===== src/rtl/bpg_pkg.sv =====
package bpg_pkg;

  localparam int TICK_WRAP          = 300;
  localparam int PHASE_STEPS        = 79;
  localparam int BEACON_PERIOD_DEF  = 50;
  localparam int PHASE_W            = 7;
  localparam int PHASE_DEPTH        = 1 << PHASE_W;

  // Q30 angle constants: 0.08 rad per phase step
  localparam logic [63:0] Q30_ONE     = 64'd1073741824;
  localparam logic [63:0] ANG_STEP    = 64'd85899346;
  localparam logic [63:0] ANG_TWO_PI  = 64'd6746518852;
  localparam logic [63:0] ANG_PI      = 64'd3373259426;
  localparam logic [63:0] ANG_HALF_PI = 64'd1686629713;

  typedef enum logic [3:0] {
    MODE_CRITICAL   = 4'd0,
    MODE_FAULT      = 4'd1,
    MODE_UPDATE     = 4'd2,
    MODE_BENCH      = 4'd3,
    MODE_PH         = 4'd4,
    MODE_HEAT_PULSE = 4'd5,
    MODE_HEAT_DC    = 4'd6,
    MODE_HEAT       = 4'd7,
    MODE_PULSE      = 4'd8,
    MODE_DC         = 4'd9,
    MODE_ENV        = 4'd10,
    MODE_CONNECTED  = 4'd11,
    MODE_BEACON     = 4'd12
  } mode_t;

  typedef struct packed {
    logic failsafe_latched;
    logic failsafe_critical;
    logic update_in_progress;
    logic thermocouple_seen;
    logic adc_connected;
    logic usb_console;
    logic ph_active;
    logic heating_active;
    logic supply_active;
    logic pulsed_mode;
    logic env_sensors_missing;
    logic clients_present;
  } flags_t;

  // One tick after the counters have advanced: flags, breathing phase and blink states
  typedef struct packed {
    flags_t              flags;
    logic [PHASE_W-1:0]  phase;
    logic                fast_on;
    logic                third_on;
    logic                fault_on;
    logic                beacon_on;
  } tick_item_t;

  typedef enum logic [2:0] {
    TAB_BENCH_R = 3'd0,
    TAB_BENCH_B = 3'd1,
    TAB_PH_R    = 3'd2,
    TAB_PH_B    = 3'd3,
    TAB_CONN_G  = 3'd4,
    TAB_CONN_B  = 3'd5
  } tab_sel_t;

  typedef logic [7:0] lvl_tab_t [PHASE_DEPTH];

  // Sine of n * 0.08 rad in signed Q30, Taylor series to x^15 on [0, pi/2]
  function automatic longint sine_q30(input int unsigned n);
    logic [63:0] r;
    logic [63:0] x2;
    logic [63:0] term;
    longint      sum;
    logic        neg;
    r   = (64'(n) * ANG_STEP) % ANG_TWO_PI;
    neg = 1'b0;
    if (r >= ANG_PI) begin
      neg = 1'b1;
      r   = r - ANG_PI;
    end
    if (r > ANG_HALF_PI) begin
      r = ANG_PI - r;
    end
    x2   = (r * r) >> 30;
    term = r;
    sum  = longint'(r);
    term = ((term * x2) >> 30) / 64'd6;
    sum  = sum - longint'(term);
    term = ((term * x2) >> 30) / 64'd20;
    sum  = sum + longint'(term);
    term = ((term * x2) >> 30) / 64'd42;
    sum  = sum - longint'(term);
    term = ((term * x2) >> 30) / 64'd72;
    sum  = sum + longint'(term);
    term = ((term * x2) >> 30) / 64'd110;
    sum  = sum - longint'(term);
    term = ((term * x2) >> 30) / 64'd156;
    sum  = sum + longint'(term);
    term = ((term * x2) >> 30) / 64'd210;
    sum  = sum - longint'(term);
    if (sum < 0) begin
      sum = 0;
    end
    if (sum > longint'(Q30_ONE)) begin
      sum = longint'(Q30_ONE);
    end
    return neg ? -sum : sum;
  endfunction

  // floor((base + amp * s) / 2^shift), s in Q30, clamped to 0..255
  function automatic logic [7:0] level(input longint base, input longint amp,
                                       input int unsigned shift, input longint s);
    longint      num;
    logic [63:0] v;
    num = base * longint'(Q30_ONE) + amp * s;
    if (num < 0) begin
      num = 0;
    end
    v = 64'(num) >> (30 + shift);
    return (v > 64'd255) ? 8'd255 : v[7:0];
  endfunction

  function automatic lvl_tab_t make_tab(input tab_sel_t sel);
    lvl_tab_t tab;
    for (int i = 0; i < PHASE_DEPTH; i++) begin
      unique case (sel)
        TAB_BENCH_R: tab[i] = level(27, 18, 0, sine_q30(i));
        TAB_BENCH_B: tab[i] = level(45, 30, 0, sine_q30(i));
        TAB_PH_R:    tab[i] = level(189, 91, 2, sine_q30(2 * i));
        TAB_PH_B:    tab[i] = level(243, 117, 3, sine_q30(2 * i));
        TAB_CONN_G:  tab[i] = level(111, 9, 1, sine_q30(i));
        TAB_CONN_B:  tab[i] = level(111, 9, 3, sine_q30(i));
        default:     tab[i] = 8'd0;
      endcase
    end
    return tab;
  endfunction

  localparam lvl_tab_t MY_R_TAB = make_tab(TAB_BENCH_R);
  localparam lvl_tab_t MY_B_TAB = make_tab(TAB_BENCH_B);
  localparam lvl_tab_t PH_R_TAB    = make_tab(TAB_PH_R);
  localparam lvl_tab_t PH_B_TAB    = make_tab(TAB_PH_B);
  localparam lvl_tab_t CONN_G_TAB  = make_tab(TAB_CONN_G);
  localparam lvl_tab_t CONN_B_TAB  = make_tab(TAB_CONN_B);

endpackage


===== src/rtl/bpg_tick.sv =====
module bpg_tick #(
  parameter int BEACON_PERIOD = bpg_pkg::BEACON_PERIOD_DEF
) (
  input  logic                clk,
  input  logic                rst,
  input  logic                in_valid,
  output logic                in_stall,
  input  bpg_pkg::flags_t     flags,
  output logic                item_valid,
  output bpg_pkg::tick_item_t item,
  input  logic                item_take
);
  import bpg_pkg::*;

  localparam int BW = $clog2(BEACON_PERIOD);

  logic [8:0]         tick_count;
  logic [8:0]         tick_count_next;
  logic [8:0]         tick_inc;
  logic               tick_wrap;
  logic [2:0]         mod6;
  logic [2:0]         mod6_next;
  logic [4:0]         mod20;
  logic [4:0]         mod20_next;
  logic [BW-1:0]      modb;
  logic [BW-1:0]      modb_next;
  logic [PHASE_W-1:0] breath_phase;
  logic [PHASE_W-1:0] breath_phase_next;
  logic [PHASE_W:0]   phase_inc;
  logic               accept;

  assign in_stall = item_valid && !item_take;
  assign accept   = in_valid && !in_stall;

  // Side counters track tick_count mod 6, 20 and the beacon period
  always_comb begin
    tick_inc        = tick_count + 9'd1;
    tick_wrap       = tick_inc >= 9'(TICK_WRAP);
    tick_count_next = tick_wrap ? 9'd0 : tick_inc;
    mod6_next       = (tick_wrap || mod6 == 3'd5) ? 3'd0 : mod6 + 3'd1;
    mod20_next      = (tick_wrap || mod20 == 5'd19) ? 5'd0 : mod20 + 5'd1;
    modb_next       = (tick_wrap || modb == BW'(BEACON_PERIOD - 1)) ? '0 : modb + BW'(1);
    phase_inc       = {1'b0, breath_phase} + (PHASE_W + 1)'(1);
    breath_phase_next = (phase_inc >= (PHASE_W + 1)'(PHASE_STEPS)) ? '0
                                                                 : phase_inc[PHASE_W-1:0];
  end

  always_ff @(posedge clk) begin
    if (rst) begin
      tick_count   <= '0;
      mod6         <= '0;
      mod20        <= '0;
      modb         <= '0;
      breath_phase <= '0;
      item_valid   <= 1'b0;
    end else begin
      if (accept) begin
        tick_count   <= tick_count_next;
        mod6         <= mod6_next;
        mod20        <= mod20_next;
        modb         <= modb_next;
        breath_phase <= breath_phase_next;
        item_valid   <= 1'b1;
      end else if (item_take) begin
        item_valid <= 1'b0;
      end
    end
  end

  always_ff @(posedge clk) begin
    if (accept) begin
      item.flags     <= flags;
      item.phase     <= breath_phase_next;
      item.fast_on   <= !tick_count_next[1];
      item.third_on  <= mod6_next < 3'd3;
      item.fault_on  <= mod20_next < 5'd10;
      item.beacon_on <= modb_next < BW'(3);
    end
  end

endmodule


===== src/rtl/bpg_color.sv =====
module bpg_color (
  input  logic                clk,
  input  logic                rst,
  input  logic                item_valid,
  input  bpg_pkg::tick_item_t item,
  output logic                item_take,
  output logic                out_valid,
  input  logic                out_stall,
  output logic [7:0]          red,
  output logic [7:0]          green,
  output logic [7:0]          blue,
  output logic [3:0]          mode_code
);
  import bpg_pkg::*;

  logic [7:0] r_next;
  logic [7:0] g_next;
  logic [7:0] b_next;
  mode_t      mode_next;
  flags_t     f;

  assign item_take = item_valid && (!out_valid || !out_stall);
  assign f         = item.flags;

  always_comb begin
    r_next    = 8'd0;
    g_next    = 8'd0;
    b_next    = 8'd0;
    mode_next = MODE_BEACON;
    priority if (f.failsafe_latched) begin
      if (f.failsafe_critical) begin
        mode_next = MODE_CRITICAL;
        r_next    = item.fast_on ? 8'd120 : 8'd0;
      end else begin
        mode_next = MODE_FAULT;
        r_next    = item.fault_on ? 8'd65 : 8'd0;
      end
    end else if (f.update_in_progress) begin
      mode_next = MODE_UPDATE;
      r_next    = item.fast_on ? 8'd75 : 8'd0;
      g_next    = r_next;
      b_next    = r_next;
    end else if (!f.thermocouple_seen && !f.adc_connected && f.usb_console) begin
      mode_next = MODE_BENCH;
      r_next    = MY_R_TAB[item.phase];
      b_next    = MY_B_TAB[item.phase];
    end else if (f.ph_active) begin
      mode_next = MODE_PH;
      r_next    = PH_R_TAB[item.phase];
      b_next    = PH_B_TAB[item.phase];
    end else if (f.heating_active && f.supply_active) begin
      if (f.pulsed_mode) begin
        mode_next = MODE_HEAT_PULSE;
        r_next    = item.third_on ? 8'd25 : 8'd0;
        g_next    = item.third_on ? 8'd80 : 8'd20;
        b_next    = item.third_on ? 8'd100 : 8'd60;
      end else begin
        mode_next = MODE_HEAT_DC;
        r_next    = 8'd15;
        g_next    = 8'd65;
        b_next    = 8'd85;
      end
    end else if (f.heating_active) begin
      mode_next = MODE_HEAT;
      g_next    = 8'd15;
      b_next    = 8'd90;
    end else if (f.supply_active) begin
      if (f.pulsed_mode) begin
        mode_next = MODE_PULSE;
        r_next    = item.third_on ? 8'd10 : 8'd0;
        g_next    = item.third_on ? 8'd55 : 8'd5;
        b_next    = item.third_on ? 8'd90 : 8'd15;
      end else begin
        mode_next = MODE_DC;
        g_next    = 8'd60;
        b_next    = 8'd80;
      end
    end else if (f.env_sensors_missing) begin
      mode_next = MODE_ENV;
      r_next    = 8'd45;
      g_next    = 8'd30;
    end else if (f.clients_present) begin
      mode_next = MODE_CONNECTED;
      g_next    = CONN_G_TAB[item.phase];
      b_next    = CONN_B_TAB[item.phase];
    end else begin
      mode_next = MODE_BEACON;
      g_next    = item.beacon_on ? 8'd65 : 8'd4;
      b_next    = item.beacon_on ? 8'd20 : 8'd1;
    end
  end

  always_ff @(posedge clk) begin
    if (rst) begin
      out_valid <= 1'b0;
    end else if (item_take) begin
      out_valid <= 1'b1;
    end else if (!out_stall) begin
      out_valid <= 1'b0;
    end
  end

  always_ff @(posedge clk) begin
    if (item_take) begin
      red       <= r_next;
      green     <= g_next;
      blue      <= b_next;
      mode_code <= mode_next;
    end
  end

endmodule


===== src/rtl/status_beacon_pattern_generator.sv =====
// Status beacon pattern generator: each input transaction is one display tick with
// twelve status flags; each one yields exactly one colour (red, green, blue) and a
// mode code chosen by fixed priority. Each accepted transaction passes two register
// stages before its result is offered: the first register stage advances
// the tick counter (mod 300), its mod 6 / mod 20 / mod BEACON_PERIOD side counters and
// the breathing phase, and the second looks the phase up in constant breathing tables
// and registers the colour. Throughput stays at one per cycle while out_stall is low; the
// counters advance only on accepted transactions, and reset returns them all to zero.
module status_beacon_pattern_generator #(
  parameter int BEACON_PERIOD = bpg_pkg::BEACON_PERIOD_DEF
) (
  input  logic       clk,
  input  logic       rst,
  input  logic       in_valid,
  output logic       in_stall,
  input  logic       failsafe_latched,
  input  logic       failsafe_critical,
  input  logic       update_in_progress,
  input  logic       thermocouple_seen,
  input  logic       adc_connected,
  input  logic       usb_console,
  input  logic       ph_active,
  input  logic       heating_active,
  input  logic       supply_active,
  input  logic       pulsed_mode,
  input  logic       env_sensors_missing,
  input  logic       clients_present,
  output logic       out_valid,
  input  logic       out_stall,
  output logic [7:0] red,
  output logic [7:0] green,
  output logic [7:0] blue,
  output logic [3:0] mode_code
);
  import bpg_pkg::*;

  flags_t     flags;
  tick_item_t item;
  logic       item_valid;
  logic       item_take;

  always_comb begin
    flags.failsafe_latched    = failsafe_latched;
    flags.failsafe_critical   = failsafe_critical;
    flags.update_in_progress  = update_in_progress;
    flags.thermocouple_seen   = thermocouple_seen;
    flags.adc_connected       = adc_connected;
    flags.usb_console         = usb_console;
    flags.ph_active           = ph_active;
    flags.heating_active      = heating_active;
    flags.supply_active       = supply_active;
    flags.pulsed_mode         = pulsed_mode;
    flags.env_sensors_missing = env_sensors_missing;
    flags.clients_present     = clients_present;
  end

  bpg_tick #(
    .BEACON_PERIOD(BEACON_PERIOD)
  ) u_tick (
    .clk       (clk),
    .rst       (rst),
    .in_valid  (in_valid),
    .in_stall  (in_stall),
    .flags     (flags),
    .item_valid(item_valid),
    .item      (item),
    .item_take (item_take)
  );

  bpg_color u_color (
    .clk       (clk),
    .rst       (rst),
    .item_valid(item_valid),
    .item      (item),
    .item_take (item_take),
    .out_valid (out_valid),
    .out_stall (out_stall),
    .red       (red),
    .green     (green),
    .blue      (blue),
    .mode_code (mode_code)
  );

endmodule


===== config.mk =====
export PLATFORM = sky130hd
export DESIGN_NAME = status_beacon_pattern_generator
export DESIGN_NICKNAME = d
export VERILOG_FILES = /design/src/rtl/bpg_pkg.sv /design/src/rtl/bpg_tick.sv /design/src/rtl/bpg_color.sv /design/src/rtl/status_beacon_pattern_generator.sv
export SDC_FILE = /design/constraint.sdc
export NUM_CORES = 1
export LEC_CHECK = 0
export BUFFER_PORTS_ARGS = -buffer_cell sky130_fd_sc_hd__buf_2
export CAP_MARGIN = 20
export CORE_MARGIN = 1.5
export CORE_UTILIZATION = 50
export CTS_BUF_LIST = sky130_fd_sc_hd__clkbuf_8
export CTS_CLUSTER_DIAMETER = 100
export DETAILED_ROUTE_END_ITERATION = 8
export PLACE_DENSITY = 0.67
export SYNTH_ARGS = -nofsm -noshare
export SYNTH_HDL_FRONTEND = slang
export SYNTH_SLANG_ARGS = --single-unit

===== constraint.sdc =====
create_clock -name clk -period 6.4 [get_ports clk]
set_input_delay 0.32 -clock clk [delete_from_list [all_inputs] [get_ports clk]]
set_output_delay 0.32 -clock clk [all_outputs]
set_load 0.01 [all_outputs]

==> impl_metrics.yaml <==
timing:
  maxSlewHeadroom: 0.320
  finalHoldViolCount: 0
  skew_ns: 0.0188
  layout_min_cycle_time_ns: 4.10
  tns_ns: 0
  fmax_ghz: 0.244
  rsz0062_at_grt: "false"
  hold_ws_ns: 0.113
  drv_slew: 0
  tightest_slew_ns: 1.02
  finalSetupViolCount: 0
  finalCritPeriodShare: 0.641
power:
  p_leak_nw: 3.03
  power_density_mw_per_mm2: 182
  power_mw: 1.55
  ir_drop_v: 0.000166
detailed_routing:
  first_iter_violations: 1779
  drc: 0
  wire_per_inst_um: 24.9
  first_pass_iters: 7
  top_layer: "met4"
  met3_wirelength_um: 4720
  ant_nets: 0
  wirelength_met1_um: 12200
  vias_per_cell: 7.14
  routed_wl_um: 32200
  vias: 9220
  route.met2.wl_um: 13100
worst_setup_path:
  critPathSlowestCell: "ha_1"
  end_kind: "flip-flop"
  start_kind: "flip-flop"
  cpPeakStageDelay_ns: 1.07
  crit_required_ns: 6.64
  path_max_fanout: 29
  arrival_ns: 4.34
  crit_chain: "inv_1 -> ha_1 -> nand2_1 -> a21oi_1 -> a21o_1 -> a221oi_1 -> or4_1 -> a32oi_1"
  crit_type: "flip-flop to flip-flop"
grt:
  antenna_found_initial: 1
  grt_first_pass_wirelength_um: 47800
  grt_max_degree: 82
  first_global_vias: 7961
  grt-ovfl-total: 0
  grt_usage: 0.378
synth:
  avgSynthCellArea_um2: 7.35
  synth-edff-count: 48
  synth_cells: 1103
  yosys_warnings: 0
  synth_area_mm2: 0.00811
  synthDistinctLibCells: 84
  ys_seq_area_frac: 0.257
  synthFlopType: "edfxtp_1"
  ys_async_sr_fraction: 0
  ys_ff_latch: 80
clock_network:
  cts_hold_buf: 0
  numCtsBuffers: 9
  cts.reportedPaths.clkPinSlew_ns: 0.10
  cts_sinks: 80
  clock_tree.root_cell: "clkbuf_8"
  cts_setup_buffers: 0
  cts.htree.levels: 3
  ctsResizeCount: 0
  clkLatencyLatePin_ns: 0.39
  cts_tree: "yes"
  clockBufferDepth: 2
layout:
  fillers: 1540
  drive_gt1_frac: 0.0987
  syn_to_final_growth_pct: 5.06
  final_cell_area_mm2: 0.00852
  fin_nets: 1116
floorplanning:
  ios: 46
  dieArea_mm2: 0.0170
  start_util: 0.511
  die_h_um: 130
  core_region_area_mm2: 0.0159
  rows: 46
  die_w_um: 130
run_status:
  status: "finished clean"
min_path:
  hp-class: "input port to flip-flop"
place:
  place_area_mm2: 0.00828
  dpl.hpwl_um: 21800
  gp_congestion: 1.02
  io_buffers: 42
job:
  drv_cap: 0
==> cells in the mapped netlist (6+ instances only) <==
master | instances | area (µm²)
nor2_1 | 111 | 417
a21oi_1 | 105 | 526
nand2_1 | 104 | 390
o21ai_0 | 80 | 400
clkbuf_1 | 58 | 218
edfxtp_1 | 48 | 1440
nand3_1 | 43 | 215
buf_2 | 35 | 175
nand2b_1 | 34 | 213
dfxtp_1 | 32 | 641
ha_1 | 31 | 388
nor3_1 | 28 | 140
nor2b_1 | 26 | 163
o211ai_1 | 26 | 195
a31oi_1 | 22 | 138
a211oi_1 | 21 | 158
inv_1 | 21 | 78.8
a221oi_1 | 15 | 131
a311oi_1 | 12 | 105
o22ai_1 | 12 | 75.1
and2_1 | 11 | 68.8
a21o_1 | 10 | 75.1
buf_1 | 10 | 37.5
or3_1 | 10 | 62.6
nand4_1 | 9 | 56.3
o221ai_1 | 9 | 78.8
a22oi_1 | 8 | 60.1
a311o_1 | 8 | 80.1
or2_2 | 8 | 50.1
or4_1 | 8 | 60.1
xnor2_1 | 8 | 70.1
xor2_1 | 8 | 70.1
buf_4 | 7 | 52.6
o311ai_0 | 7 | 61.3
o31ai_1 | 7 | 52.6
o21a_1 | 6 | 45.0
==> power breakdown <==
group          leakage (nW)  internal (mW)  switching (mW)
registers             0.718          0.575          0.0339
logic                  2.20          0.159           0.349
clock network         0.117          0.232           0.205
==> final timing paths <==
check | start | endpoint | slack, ns | cells past startpoint
max | u_tick.item[5] | u_color.blue[0] | 2.30 | 8
min | adc_connected | u_tick.item[18] | 0.11 | 1
max reg2reg | u_tick.item[5] | u_color.blue[0] | 2.30 | 8
min reg2reg | u_tick.mod6[1] | u_tick.mod6[1] | 0.48 | 2
==> state kept, by name, summed over array words and instances (netlist names) <==
name                 count
u_color.blue             7
u_color.green            7
u_color.mode_code        4
u_color.out_valid        1
u_color.red              7
u_tick.breath_phase      7
u_tick.item             23
u_tick.item_valid        1
u_tick.mod20             5
u_tick.mod6              3
u_tick.modb              6
u_tick.tick_count        9
==> metrics by stage <==
| stage | instances | util | worst slack [ns] |
|---|---|---|---|
| 6_report | 1291 | 0.536 | 2.30 |
| 5_1_grt | 1290 | 0.536 | 2.13 |
| 4_1_cts | 1289 | 0.536 | 2.48 |
| 3_5_place_dp | 1273 | 0.521 | 2.49 |
| 3_3_place_gp | 1273 | 0.521 | 2.57 |
| 2_1_floorplan | 1105 | - | 3.33 |
==> critical path: cells and delay by family, from the launching register on <==
| kind | cells | cell delay, ns |
|---|---|---|
| fa+ha+maj | 1 | 1.07 |
| flops | 1 | 0.97 |
| simple gates | 2 | 0.89 |
| compound gates | 4 | 0.64 |
| buf+inv | 1 | 0.38 |
==> layer usage <==
metal,global-route usage,vias to the layer above
met4,0.198,0
met1,0.489,4154
met2,0.543,796
li1,-,4076
met3,0.147,194
met5,0,-
==> cell usage in the layout, fill, tap and decap left out, drive strengths merged, types with 31 or more instances in the layout <==
master  count
a21oi     105
buf        62
dfxtp      32
edfxtp     48
ha         31
nand2     104
nand2b     34
nand3      44
nor2      111
o21ai      80
==> kinds of logic after synthesis <==
| group | share of synthesized area |
|---|---|
| AND/OR/NAND/NOR | 0.256 |
| adder cells (fa/ha/maj) | 0.0478 |
| XOR/XNOR | 0.0173 |
| flip-flops | 0.257 |
| other | 0.000462 |
| buffers and inverters | 0.0702 |
| AO/OA/AOI/OAI | 0.345 |
| multiplexers | 0.00633 |
==> cell type report <==
cell class | count | area [µm²] | area share
Antenna cell | 1 | 2.50 | 0.000294
Clock buffer | 10 | 138 | 0.0162
Clock inverter | 6 | 91.3 | 0.0107
Inverter | 23 | 86.3 | 0.0101
Multi-Input combinational cell | 892 | 5470 | 0.642
Sequential cell | 80 | 2080 | 0.244
Tap cell | 216 | 270 | 0.0317
Timing Repair Buffer | 63 | 380 | 0.0446
Power figures use the tool's default switching activity.
